## config.mk

```make
export PLATFORM = sky130hd
export DESIGN_NAME = multitap_keypad_text_entry
export DESIGN_NICKNAME = d
export VERILOG_FILES = /design/src/sv/mkte_pkg.sv /design/src/sv/multitap_keypad_text_entry.sv
export SDC_FILE = /design/constraint.sdc
export NUM_CORES = 1
export LEC_CHECK = 0
export ABC_AREA = 0
export ABC_CLOCK_PERIOD_IN_PS = 4200
export BUFFER_PORTS_ARGS = -buffer_cell sky130_fd_sc_hd__buf_2
export CAP_MARGIN = 0
export CELL_PAD_IN_SITES_DETAIL_PLACEMENT = 1
export CELL_PAD_IN_SITES_GLOBAL_PLACEMENT = 2
export CORE_MARGIN = 2
export CORE_UTILIZATION = 33
export CTS_BUF_LIST = sky130_fd_sc_hd__clkbuf_4
export DETAILED_ROUTE_END_ITERATION = 6
export HOLD_SLACK_MARGIN = 0.05
export PLACE_DENSITY_LB_ADDON = 0.1
export SLEW_MARGIN = 20
export SYNTH_ARGS = -nofsm -noshare
export SYNTH_HDL_FRONTEND = slang
export SYNTH_SLANG_ARGS = --single-unit
```

## constraint.sdc

```tcl
create_clock -name clk -period 4.2 [get_ports clk]
set_input_delay 0.21 -clock clk [delete_from_list [all_inputs] [get_ports clk]]
set_output_delay 0.21 -clock clk [all_outputs]
set_load 0.02 [all_outputs]
```

## src/sv/mkte_pkg.sv

```systemverilog
`timescale 1ns / 1ps

package mkte_pkg;

  localparam int unsigned NUM_KEYS = 13;

  // keypad scan positions
  localparam logic [3:0] KEY_ONE  = 4'd0;
  localparam logic [3:0] KEY_BACK = 4'd3;
  localparam logic [3:0] KEY_NINE = 4'd9;
  localparam logic [3:0] KEY_STAR = 4'd10;
  localparam logic [3:0] KEY_ZERO = 4'd11;
  localparam logic [3:0] KEY_HASH = 4'd12;

  // phase codes
  localparam logic [2:0] PH_IDLE      = 3'd0;
  localparam logic [2:0] PH_FIRSTHOLD = 3'd1;
  localparam logic [2:0] PH_WINDOW    = 3'd2;
  localparam logic [2:0] PH_TAPHOLD   = 3'd3;
  localparam logic [2:0] PH_BACKHOLD  = 3'd4;

  // action codes on the result channel
  localparam logic ACT_CHAR  = 1'b0;
  localparam logic ACT_BLANK = 1'b1;

  localparam logic [6:0]  BLANK_CODE       = 7'd32;
  localparam logic [15:0] WINDOW_TICKS_RST = 16'd750;

  typedef logic [6:0] char_t;

  // Character for a key and tap count. Keys 2..8: three letters then digit.
  // Key 9: Y, Z, '9', backslash. Star, zero and hash are fixed.
  function automatic char_t char_for(input logic [3:0] k, input logic [1:0] z);
    char_t base;
    char_t digit;
    char_t res;
    base  = 7'd0;
    digit = 7'd0;
    case (k)
      4'd1:    begin base = 7'd68; digit = 7'd50; end
      4'd2:    begin base = 7'd71; digit = 7'd51; end
      4'd4:    begin base = 7'd74; digit = 7'd52; end
      4'd5:    begin base = 7'd77; digit = 7'd53; end
      4'd6:    begin base = 7'd80; digit = 7'd54; end
      4'd7:    begin base = 7'd83; digit = 7'd55; end
      4'd8:    begin base = 7'd86; digit = 7'd56; end
      4'd9:    begin base = 7'd89; digit = 7'd57; end
      4'd10:   digit = 7'd42;
      4'd11:   digit = 7'd48;
      4'd12:   digit = 7'd35;
      default: digit = 7'd0;
    endcase
    if (k == KEY_STAR || k == KEY_ZERO || k == KEY_HASH) begin
      res = digit;
    end else if (k == KEY_NINE) begin
      res = (z == 2'd2) ? digit : base + {5'd0, z};
    end else if (k == KEY_ONE || k == KEY_BACK || k > KEY_HASH) begin
      res = 7'd0;
    end else begin
      res = (z == 2'd3) ? digit : base + {5'd0, z};
    end
    return res;
  endfunction

endpackage

```

## src/sv/multitap_keypad_text_entry.sv

```systemverilog
`timescale 1ns / 1ps

// Multi-tap keypad text entry.
//
// Input channel (in_valid/in_ready, key_lines): one transfer per millisecond
// tick, carrying the 13 key lines in scan order 1,2,3,back,4,5,6,7,8,9,*,0,#.
// Output channel (out_valid/out_ready, action/position/char_code): zero or one
// transfer per input tick. action 0 writes char_code at position; action 1 is
// a backspace that writes a blank at position (the new cursor).
// cfg_write/cfg_data load the tap window length in ticks; write it only while
// no tick is in flight.
//
// Latency: a result is presented the cycle after the tick that caused it.
// Throughput: one tick per cycle. The keypad state machine and the window
// compare sit between the tick transfer and the result register, so a tick
// is taken every cycle while the result register is empty or being drained.
// When the receiver stalls with a result pending, in_ready drops until that
// result transfers; key state is held meanwhile.
//
// Reset: phase idle, cursor 0, tap count and window count cleared, window
// length 750 ticks, no result pending.
module multitap_keypad_text_entry (
  input  logic        clk,
  input  logic        rst,
  input  logic        cfg_write,
  input  logic [15:0] cfg_data,
  input  logic        in_valid,
  output logic        in_ready,
  input  logic [12:0] key_lines,
  output logic        out_valid,
  input  logic        out_ready,
  output logic        action,
  output logic [6:0]  position,
  output logic [6:0]  char_code
);

  // keypad state
  logic [2:0]  phase, phase_next;
  logic [3:0]  active_key, active_key_next;
  logic [1:0]  tap_count, tap_count_next;
  logic [15:0] window_count, window_count_next;
  logic [6:0]  cursor, cursor_next;
  logic [15:0] window_len;

  logic        accept;
  logic        act_pressed;
  logic        check_close;
  logic        hit;
  logic [3:0]  sel_key;
  logic [15:0] lines_ext;

  // result of the current tick
  logic        res_valid;
  logic        res_action;
  logic [6:0]  res_position;
  logic [6:0]  res_code;

  // output slot is free when empty or draining this cycle
  assign in_ready = !out_valid || out_ready;
  assign accept   = in_valid && in_ready;

  assign lines_ext   = {3'd0, key_lines};
  assign act_pressed = lines_ext[active_key];

  // first pressed key in scan order, key 1 excluded
  always_comb begin
    hit     = 1'b0;
    sel_key = 4'd0;
    for (int k = mkte_pkg::NUM_KEYS - 1; k >= 1; k--) begin
      if (key_lines[k]) begin
        hit     = 1'b1;
        sel_key = 4'(k);
      end
    end
  end

  always_comb begin
    phase_next        = phase;
    active_key_next   = active_key;
    tap_count_next    = tap_count;
    window_count_next = window_count;
    cursor_next       = cursor;
    check_close       = 1'b0;
    res_valid         = 1'b0;
    res_action        = mkte_pkg::ACT_CHAR;
    res_position      = cursor;
    res_code          = mkte_pkg::char_for(active_key, tap_count);

    unique case (phase)
      mkte_pkg::PH_FIRSTHOLD: begin
        // release tick itself does not count
        if (!act_pressed) begin
          window_count_next = 16'd0;
          phase_next        = mkte_pkg::PH_WINDOW;
        end
      end
      mkte_pkg::PH_WINDOW: begin
        window_count_next = window_count + 16'd1;
        if (act_pressed) begin
          tap_count_next = tap_count + 2'd1;
          phase_next     = mkte_pkg::PH_TAPHOLD;
        end else begin
          check_close = 1'b1;
        end
      end
      mkte_pkg::PH_TAPHOLD: begin
        // held ticks do not count; a tap on the last tick closes on release
        if (!act_pressed) begin
          phase_next  = mkte_pkg::PH_WINDOW;
          check_close = 1'b1;
        end
      end
      mkte_pkg::PH_BACKHOLD: begin
        if (!key_lines[mkte_pkg::KEY_BACK]) begin
          cursor_next  = cursor - 7'd1;
          phase_next   = mkte_pkg::PH_IDLE;
          res_valid    = 1'b1;
          res_action   = mkte_pkg::ACT_BLANK;
          res_position = cursor - 7'd1;
          res_code     = mkte_pkg::BLANK_CODE;
        end
      end
      default: begin
        // idle, and any unused phase code
        phase_next = mkte_pkg::PH_IDLE;
        if (hit) begin
          if (sel_key == mkte_pkg::KEY_BACK) begin
            phase_next = mkte_pkg::PH_BACKHOLD;
          end else begin
            active_key_next   = sel_key;
            tap_count_next    = 2'd0;
            window_count_next = 16'd0;
            phase_next        = mkte_pkg::PH_FIRSTHOLD;
          end
        end
      end
    endcase

    if (check_close && (window_count_next >= window_len)) begin
      res_valid   = 1'b1;
      cursor_next = cursor + 7'd1;
      phase_next  = mkte_pkg::PH_IDLE;
    end
  end

  always_ff @(posedge clk) begin
    if (rst) begin
      phase        <= mkte_pkg::PH_IDLE;
      active_key   <= 4'd0;
      tap_count    <= 2'd0;
      window_count <= 16'd0;
      cursor       <= 7'd0;
    end else if (accept) begin
      phase        <= phase_next;
      active_key   <= active_key_next;
      tap_count    <= tap_count_next;
      window_count <= window_count_next;
      cursor       <= cursor_next;
    end
  end

  always_ff @(posedge clk) begin
    if (rst) begin
      window_len <= mkte_pkg::WINDOW_TICKS_RST;
    end else if (cfg_write) begin
      window_len <= cfg_data;
    end
  end

  // result register
  always_ff @(posedge clk) begin
    if (rst) begin
      out_valid <= 1'b0;
    end else if (accept) begin
      out_valid <= res_valid;
    end else if (out_ready) begin
      out_valid <= 1'b0;
    end
  end

  always_ff @(posedge clk) begin
    if (accept && res_valid) begin
      action    <= res_action;
      position  <= res_position;
      char_code <= res_code;
    end
  end

  // a character write advances the cursor by one
  a_char_advances: assert property (@(posedge clk) disable iff (rst)
    accept && res_valid && (res_action == mkte_pkg::ACT_CHAR)
    |=> cursor == $past(cursor) + 7'd1)
    else $error("cursor did not advance after character write");

  // a backspace leaves the cursor on the blank it wrote
  a_blank_cursor: assert property (@(posedge clk) disable iff (rst)
    accept && res_valid && (res_action == mkte_pkg::ACT_BLANK)
    |=> out_valid && (position == cursor))
    else $error("backspace position differs from cursor");

  // every result leaves the block back in idle
  a_result_to_idle: assert property (@(posedge clk) disable iff (rst)
    accept && res_valid |=> phase == mkte_pkg::PH_IDLE)
    else $error("result produced without returning to idle");

  // key state moves only on a tick transfer
  a_hold_state: assert property (@(posedge clk) disable iff (rst)
    !accept |=> $stable(tap_count) && $stable(cursor) && $stable(phase))
    else $error("key state changed without a tick transfer");

endmodule

```

==> results of run 1 <==
-- cell families (layout without fill, tap and decap cells) --
group / count (synthesis) / in the layout / share of synthesized area
mux: 28 / 28 / 0.0682
buf+inv: 71 / 147 / 0.0648
fa+ha+maj: 24 / 24 / 0.0693
flops: 64 / 64 / 0.322
compound gates: 153 / 153 / 0.235
xor+xnor: 11 / 11 / 0.0217
simple gates: 201 / 201 / 0.219
-- sequential cells by signal, indices dropped and copies added, names as in the netlist --
signal and count:
action 1, phase 3, active_key 4, out_valid 1, position 7, window_count 16
char_code 7, window_len 16, cursor 7, tap_count 2
-- worst reg2reg max path, cell delays in order, from the launching register on --
cell	delay, ns
dfxtp_4	0.41
mux2_1	0.32
mux4_2	0.52
o22ai_4	0.25
a211oi_4	0.15
o21ai_0	0.17
o21ai_0	0.11
ha_1	0.32
nand4_1	0.17
nor3_2	0.29
a2111oi_4	0.08
buf_4	0.16
buf_4	0.13
a2111oi_2	0.44
buf_4	0.18
mux2i_1	0.18
nand2_1	0.06
-- through the flow --
stage	TNS, ns	power [µW]	area, µm²	std cells
after floorplan	0	837	4440	552
after global placement	-0.393	931	4960	768
after detailed placement	-2.49	937	4960	768
after CTS	0	1340	5280	802
after global routing	-0.0459	1410	5370	804
final	0	1330	5370	804
-- cells in the final DEF (no fill, tap or decap), types with 5 or more instances in the layout --
master and count:
or3_1 6, o21bai_1 6, a31oi_1 6, o211ai_1 14
nand4_1 6, a21oi_1 41, dfxtp_1 48, nor2_1 63
buf_4 26, a211oi_1 6, nor3_1 12, nand2_1 53
nand3_1 16, mux2_1 7, nor2b_1 5, edfxtp_1 15
nor4_1 5, o21ai_0 27, inv_1 36, xnor2_1 8
mux2i_1 19, ha_1 23, o31ai_1 6, buf_2 50
dlygate4sd3_1 17, nand2b_1 6, clkbuf_4 9, and4_1 5
-- layer usage --
layer / vias to the layer above / global-route usage
met3: 20 / 0.0314
met2: 56 / 0.379
met4: 0 / 0.0713
met5: - / 0
met1: 2162 / 0.238
li1: 2154 / -
-- final timing paths --
path / start / endpoint / slack, ns / cells past startpoint
min: key_lines[1] / active_key[1] / 0.09 / 3
max reg2reg: active_key[1] / cursor[3] / 0.16 / 16
min reg2reg: active_key[2] / active_key[2] / 0.50 / 2
max: active_key[1] / cursor[3] / 0.16 / 16
-- layout make-up --
cell class / instances / share of cell area
Multi-Input combinational cell: 417 / 0.526
Sequential cell: 64 / 0.267
Timing Repair Buffer: 94 / 0.118
Tap cell: 176 / 0.0410
Inverter: 37 / 0.0259
Clock buffer: 9 / 0.0126
Clock inverter: 7 / 0.00839
-- report_power, final --
| group | switching (µW) | leakage, µW | internal (µW) |
|---|---|---|---|
| logic | 176 | 0.00151 | 115 |
| clock network | 258 | 0.0000578 | 120 |
| registers | 14.2 | 0.000537 | 645 |
| total | 449 | 0.00211 | 881 |
-- timing repair --
action / CTS / global route
resized for setup: 6 / 15
pin swaps: 1 / 6
setup endpoints to repair: 27 / 28
setup buffers: 1 / 2
hold buffers: 17 / 0
hold endpoints to repair: 17 / 0
==> summary.md, run 1 <==
| Metric | Value |
|---|---|
| Synth area leader | `dfxtp_1` |
| FF+latch area | `approximately 1400 µm²` |
| Post-Syn Area | `4440 µm²` |
| Crit end category | `flop` |
| Cts bufs inserted | `9` |
| Clock Tree Buf Depth | `2` |
| P&R area growth vs syn | `20.8%` |
| Core Util, Final | `0.407` |
| Slew headroom | `0.567` |
| ANT nets after route | `0` |
| Max-cap violation count | `0` |
| Kind of cell adding the most delay to the critical path | `compound AO/OA/AOI/OAI gates` |
| TritonCTS clock tree | `done` |
| Antenna violations before repair | `0` |
| Synth unique cells | `70` |
| Buffers & Inverters on Critical Path | `3` |
| Sequential fraction of the synthesis area | `0.322` |
| Main synth FF type | `dfxtp_1` |
| Post-synth ARST share | `0` |
| Wire length on met2 | `7.44 mm` |
| Area of the die | `14400 µm²` |
| Drt pass-1 iters | `4` |
| Rows | `42` |
| Count leader, synth | `nor2_1` |
| Slew Limit Fails | `0` |
| Slew @ Worst Pin | `0.650 ns` |
| Via Count | `4392` |
| Fin. Hold Viols | `0` |
| Final #Nets | `681` |
| Commonest cells in the netlist | `63 x nor2_1, 53 x nand2_1, 49 x dfxtp_1` |
| DRC | `0` |
| Hold_ws | `0.0901 ns` |
| N_diodes | `0` |
| CP Cell Sequence | `mux2_1 -> mux4_2 -> o22ai_4 -> a211oi_4 -> o21ai_0 -> o21ai_0 -> ha_1 -> nand4_1 -> nor3_2 -> a2111oi_4 -> buf_4 -> buf_4 -> a2111oi_2 -> buf_4 -> mux2i_1 -> nand2_1` |
| Crit-path max FO | `6` |
| Fill cells | `1628` |
| Vias per cell | `5.46` |
| Port bufs | `50` |
| Power per Cell Area | `around 250 nW/µm²` |
| Crit path time final | `4.04 ns` |
| Die W | `120 µm` |
| CTS root buffer | `clkbuf_4` |
| Critical Path Max Stage Delay | `0.52 ns` |
| Top Layer Used | `met4` |
| Mapped Cells | `552` |
| Yosys synthesis warning count | `0` |
| Layout cell share with drive strength beyond 1 | `0.193` |
| Reg clk slew, reported paths | `0.13 ns` |
| Register bit total from synthesis | `64` |
| Number of synthesized flops with an enable pin | `15` |
| Worst slack, placed | `-0.166 ns` |
| Arrival @ worst endpoint | `4.39 ns` |
| Final HPWL DP | `10.8 mm` |
| Met3 WL | `384 µm` |
| Mean area per synthesized cell | `approximately 8.0 µm²` |
| M1 wire length | `between 6 and 7 mm` |
| GP Congestion | `around 0.79` |
| Initial Util | `0.337` |
| Required time of the critical path | `~4.6 ns` |
| CTS H-Tree Depth | `3` |
| Fmax | `about 0.25 GHz` |
| Clock sink total | `64` |
| Setup Skew | `0.0238 ns` |
| Yosys top cell area share | `0.221` |
| Post-route setup slack | `0.158 ns` |
| LEAKAGE | `0.00211 µW` |
| Die Ht | `around 120 µm` |
| Finish-stage setup viols | `0` |
| Number of global-route vias before repair | `4593` |
| Largest net degree at the start of global routing | `27` |
| CP dominant cell by count | `buf_4` |
| WL/cell | `17.8 µm` |
| Startpoint types | `flop` |
| Drt first-iter violations | `174` |
| Footprint of the multi-input gates | `2830 µm²` |
| Slowest-stage cell, CP | `mux4_2` |
| Ranking of synthesized cells by area | `dfxtp_1 22%, edfxtp_1 10%, ha_1 6.5%` |
| First-pass GRT wire length | `23.1 mm` |
| Run status | `complete, no violations` |
| Placeable Area | `between 10000 and 15000 µm²` |
| HP Class | `in2reg` |
| Remaining Overflow, GRT | `0` |
| Kind of critical path | `reg2reg` |
| Syn_nets | `610` |
| Gr usage total | `0.205` |
| I/O pin count | `51` |
| Max VDD drop | `0.117 mV` |
| Drt total wl | `14.3 mm` |
| Period utilization | `0.962` |
| Clk Latency, worst-skew pair | `0.45 ns` |
No activity file was read; power rests on OpenSTA's default activity.
==> inputs of run 2 (changes only) <==
--- a/config.mk
+++ b/config.mk
@@ -6,13 +6,13 @@
 export NUM_CORES = 1
 export LEC_CHECK = 0
 export ABC_AREA = 0
-export ABC_CLOCK_PERIOD_IN_PS = 4200
+export ABC_CLOCK_PERIOD_IN_PS = 5170
 export BUFFER_PORTS_ARGS = -buffer_cell sky130_fd_sc_hd__buf_2
 export CAP_MARGIN = 0
 export CELL_PAD_IN_SITES_DETAIL_PLACEMENT = 1
 export CELL_PAD_IN_SITES_GLOBAL_PLACEMENT = 2
 export CORE_MARGIN = 2
-export CORE_UTILIZATION = 33
+export CORE_UTILIZATION = 39
 export CTS_BUF_LIST = sky130_fd_sc_hd__clkbuf_4
 export DETAILED_ROUTE_END_ITERATION = 6
 export HOLD_SLACK_MARGIN = 0.05
==> constraint.sdc (replaced) <==
create_clock -name clk -period 5.17 [get_ports clk]
set_input_delay 0.2585 -clock clk [delete_from_list [all_inputs] [get_ports clk]]
set_output_delay 0.2585 -clock clk [all_outputs]
set_load 0.02 [all_outputs]
==> run 2 against run 1 <==
  * Clock power decreased by 18%
  * Cell area down 5.9%
  * Total power down 21%
  * Clock-buffer cell count rose by 2
  * First-iteration DRC count decreased by 11%
  * Worst setup slack improved by 0.27 ns
  * Clock skew is 0.0057 ns higher
==> summary.md, run 2 (synthesis gave the netlist of run 1 again) <==
| Metric | Value |
|---|---|
| Post-CTS sizing | `0` |
| Commonest non-fill, non-tap cell in the layout | `nor2_1` |
| Placeable Area | `11000 µm²` |
| Antenna violations before repair | `0` |
| M1 wire length | `5.83 mm` |
| Drt total wl | `13.1 mm` |
| GP Congestion | `0.863` |
| Run status | `complete, no violations` |
| ANT nets after route | `0` |
| Final HPWL DP | `roughly 10 mm` |
| DRC | `0` |
| Critical Path Max Stage Delay | `0.75 ns` |
| Unrepaired setup endpoints after global routing | `no` |
| Period utilization | `0.916` |
| Final #Nets | `661` |
| First-pass GRT wire length | `22.2 mm` |
| I/O pin count | `51` |
| Commonest non-fill, non-tap cells in the layout | `63 x nor2_1, 53 x nand2_1, 50 x buf_2, 49 x dfxtp_1, 43 x a21oi_1` |
| Drt pass-1 iters | `4` |
| Max-cap violation count | `0` |
| LEAKAGE | `0.00201 µW` |
| WL/cell | `17.5 µm` |
| Gr usage total | `0.221` |
| Post-CTS setup buffers | `0` |
| Fin. Hold Viols | `0` |
| Clock sink total | `64` |
| Via Count | `around 4300` |
| Tot Pwr | `1050 µW` |
| Remaining Overflow, GRT | `0` |
| Startpoint types | `flop` |
| CP dominant cell by count | `buf_4` |
| Power per Cell Area | `208 nW/µm²` |
| Post-route setup slack | `0.433 ns` |
| Crit-path max FO | `18` |
| Arrival @ worst endpoint | `between 4 and 5 ns` |
| CTS root buffer | `clkbuf_4` |
| Drt first-iter violations | `155` |
| CTS H-Tree Depth | `3` |
| Die W | `111 µm` |
| HP Class | `in2reg` |
| Slowest-stage cell, CP | `dfxtp_1` |
| Vias per cell | `around 5.7` |
| Max VDD drop | `0.111 mV` |
| Reg clk slew, reported paths | `0.11 ns` |
| Slew Limit Fails | `0` |
| Met3 WL | `about 360 µm` |
| Crit end category | `flop` |
| Slew headroom | `0.565` |
| Die Ht | `111 µm` |
| Number of global-route vias before repair | `4452` |
| Port bufs | `50` |
| Finish-stage setup viols | `0` |
| Clk Latency, worst-skew pair | `between 0.4 and 0.5 ns` |
| Setup Skew | `0.0295 ns` |
| Regs by FF count | `window_count: 16 flops, window_len: 16 flops` |
| Slew @ Worst Pin | `roughly 0.65 ns` |
| Top Layer Used | `met4` |
| Wire length on met2 | `6.76 mm` |
| Rows | `38` |
| Largest net degree at the start of global routing | `31` |
| Required time of the critical path | `5.29 ns` |
| TritonCTS clock tree | `done` |
| Clock Tree Buf Depth | `2` |
| Kind of cell adding the most delay to the critical path | `compound AO/OA/AOI/OAI gates` |
| Buffers & Inverters on Critical Path | `3` |
| Layout cell share with drive strength beyond 1 | `0.155` |
| Area of the die | `12300 µm²` |
| Fin Setup TNS | `0 ns` |
| Initial Util | `0.404` |
| N_diodes | `0` |
| Worst slack, placed | `0.474 ns` |
| CP Cell Sequence | `mux2_1 -> mux4_2 -> o22ai_2 -> buf_4 -> a21o_1 -> nor2_1 -> ha_1 -> nand4_1 -> a211oi_1 -> o2111ai_1 -> a211oi_4 -> o21ai_1 -> inv_1 -> buf_4` |
| Crit path time final | `4.74 ns` |
| Cts bufs inserted | `9` |
| Inst Count DP | `slightly above 700` |
| Final Non-Filler Cells | `~750` |
| Fmax | `0.211 GHz` |
| Kind of critical path | `reg2reg` |
| P&R area growth vs syn | `13.7%` |
-- run 2: cell types whose count changed in the layout (fill, tap and decap cells not counted), moves of 3 or more --
cell / before / now
nor3_2: 3 / 0
nor3_1: 12 / 15
o21ai_1: 4 / 1
buf_4: 26 / 11
o21ai_0: 27 / 30
dlygate4sd3_1: 17 / 13
-- run 2: worst paths after layout --
path                 endpoint  depth (start not counted)  slack [ns]              from
max              char_code[4]                         14        0.43     active_key[1]
min             window_len[4]                          3        0.07       cfg_data[4]
max reg2reg      char_code[4]                         14        0.43     active_key[1]
min reg2reg  window_count[15]                          1        0.51  window_count[15]
-- run 2: repair_timing --
item,in CTS,in global routing
endpoints found under the setup margin,0,0
hold endpoints to repair,13,0
hold buffers,13,0
-- run 2: layout make-up --
type	instances	area, µm²
timing repair buffer	74	463
multi-input combinational	417	2720
clock inverter	5	35.0
clock buffer	11	82.6
sequential	64	1430
inverter	37	139
fill	1377	5930
tap	140	175
-- run 2: report_power, final --
part           leakage (µW)  internal [µW]  switching [µW]  total, µW
Sequential         0.000536            524            17.9        542
Clock             0.0000668            110             201        310
Combinational       0.00140           75.2             122        197
-- run 2: layer usage --
layer | track usage | vias up
li1 | - | 2119
met1 | 0.270 | 2076
met2 | 0.402 | 65
met3 | 0.0383 | 13
met4 | 0.0533 | 0
met5 | 0 | -
-- run 2: tightest hold or removal path, delay by kind of cell --
| kind | cells | cell delay, ns |
|---|---|---|
| multiplexers | 1 | 0.06 |
| AND/OR/NAND/NOR | 1 | 0.07 |
| buffers and inverters | 1 | 0.08 |
-- run 2: per-stage QoR --
stage	hold slack [ns]	cell area, µm²	util
2_1_floorplan	0.385	4440	-
3_3_place_gp	0.474	4800	0.437
3_5_place_dp	0.488	4800	0.437
4_1_cts	0.0507	5050	0.460
5_1_grt	0.0782	5050	0.460
6_report	0.0746	5050	0.460
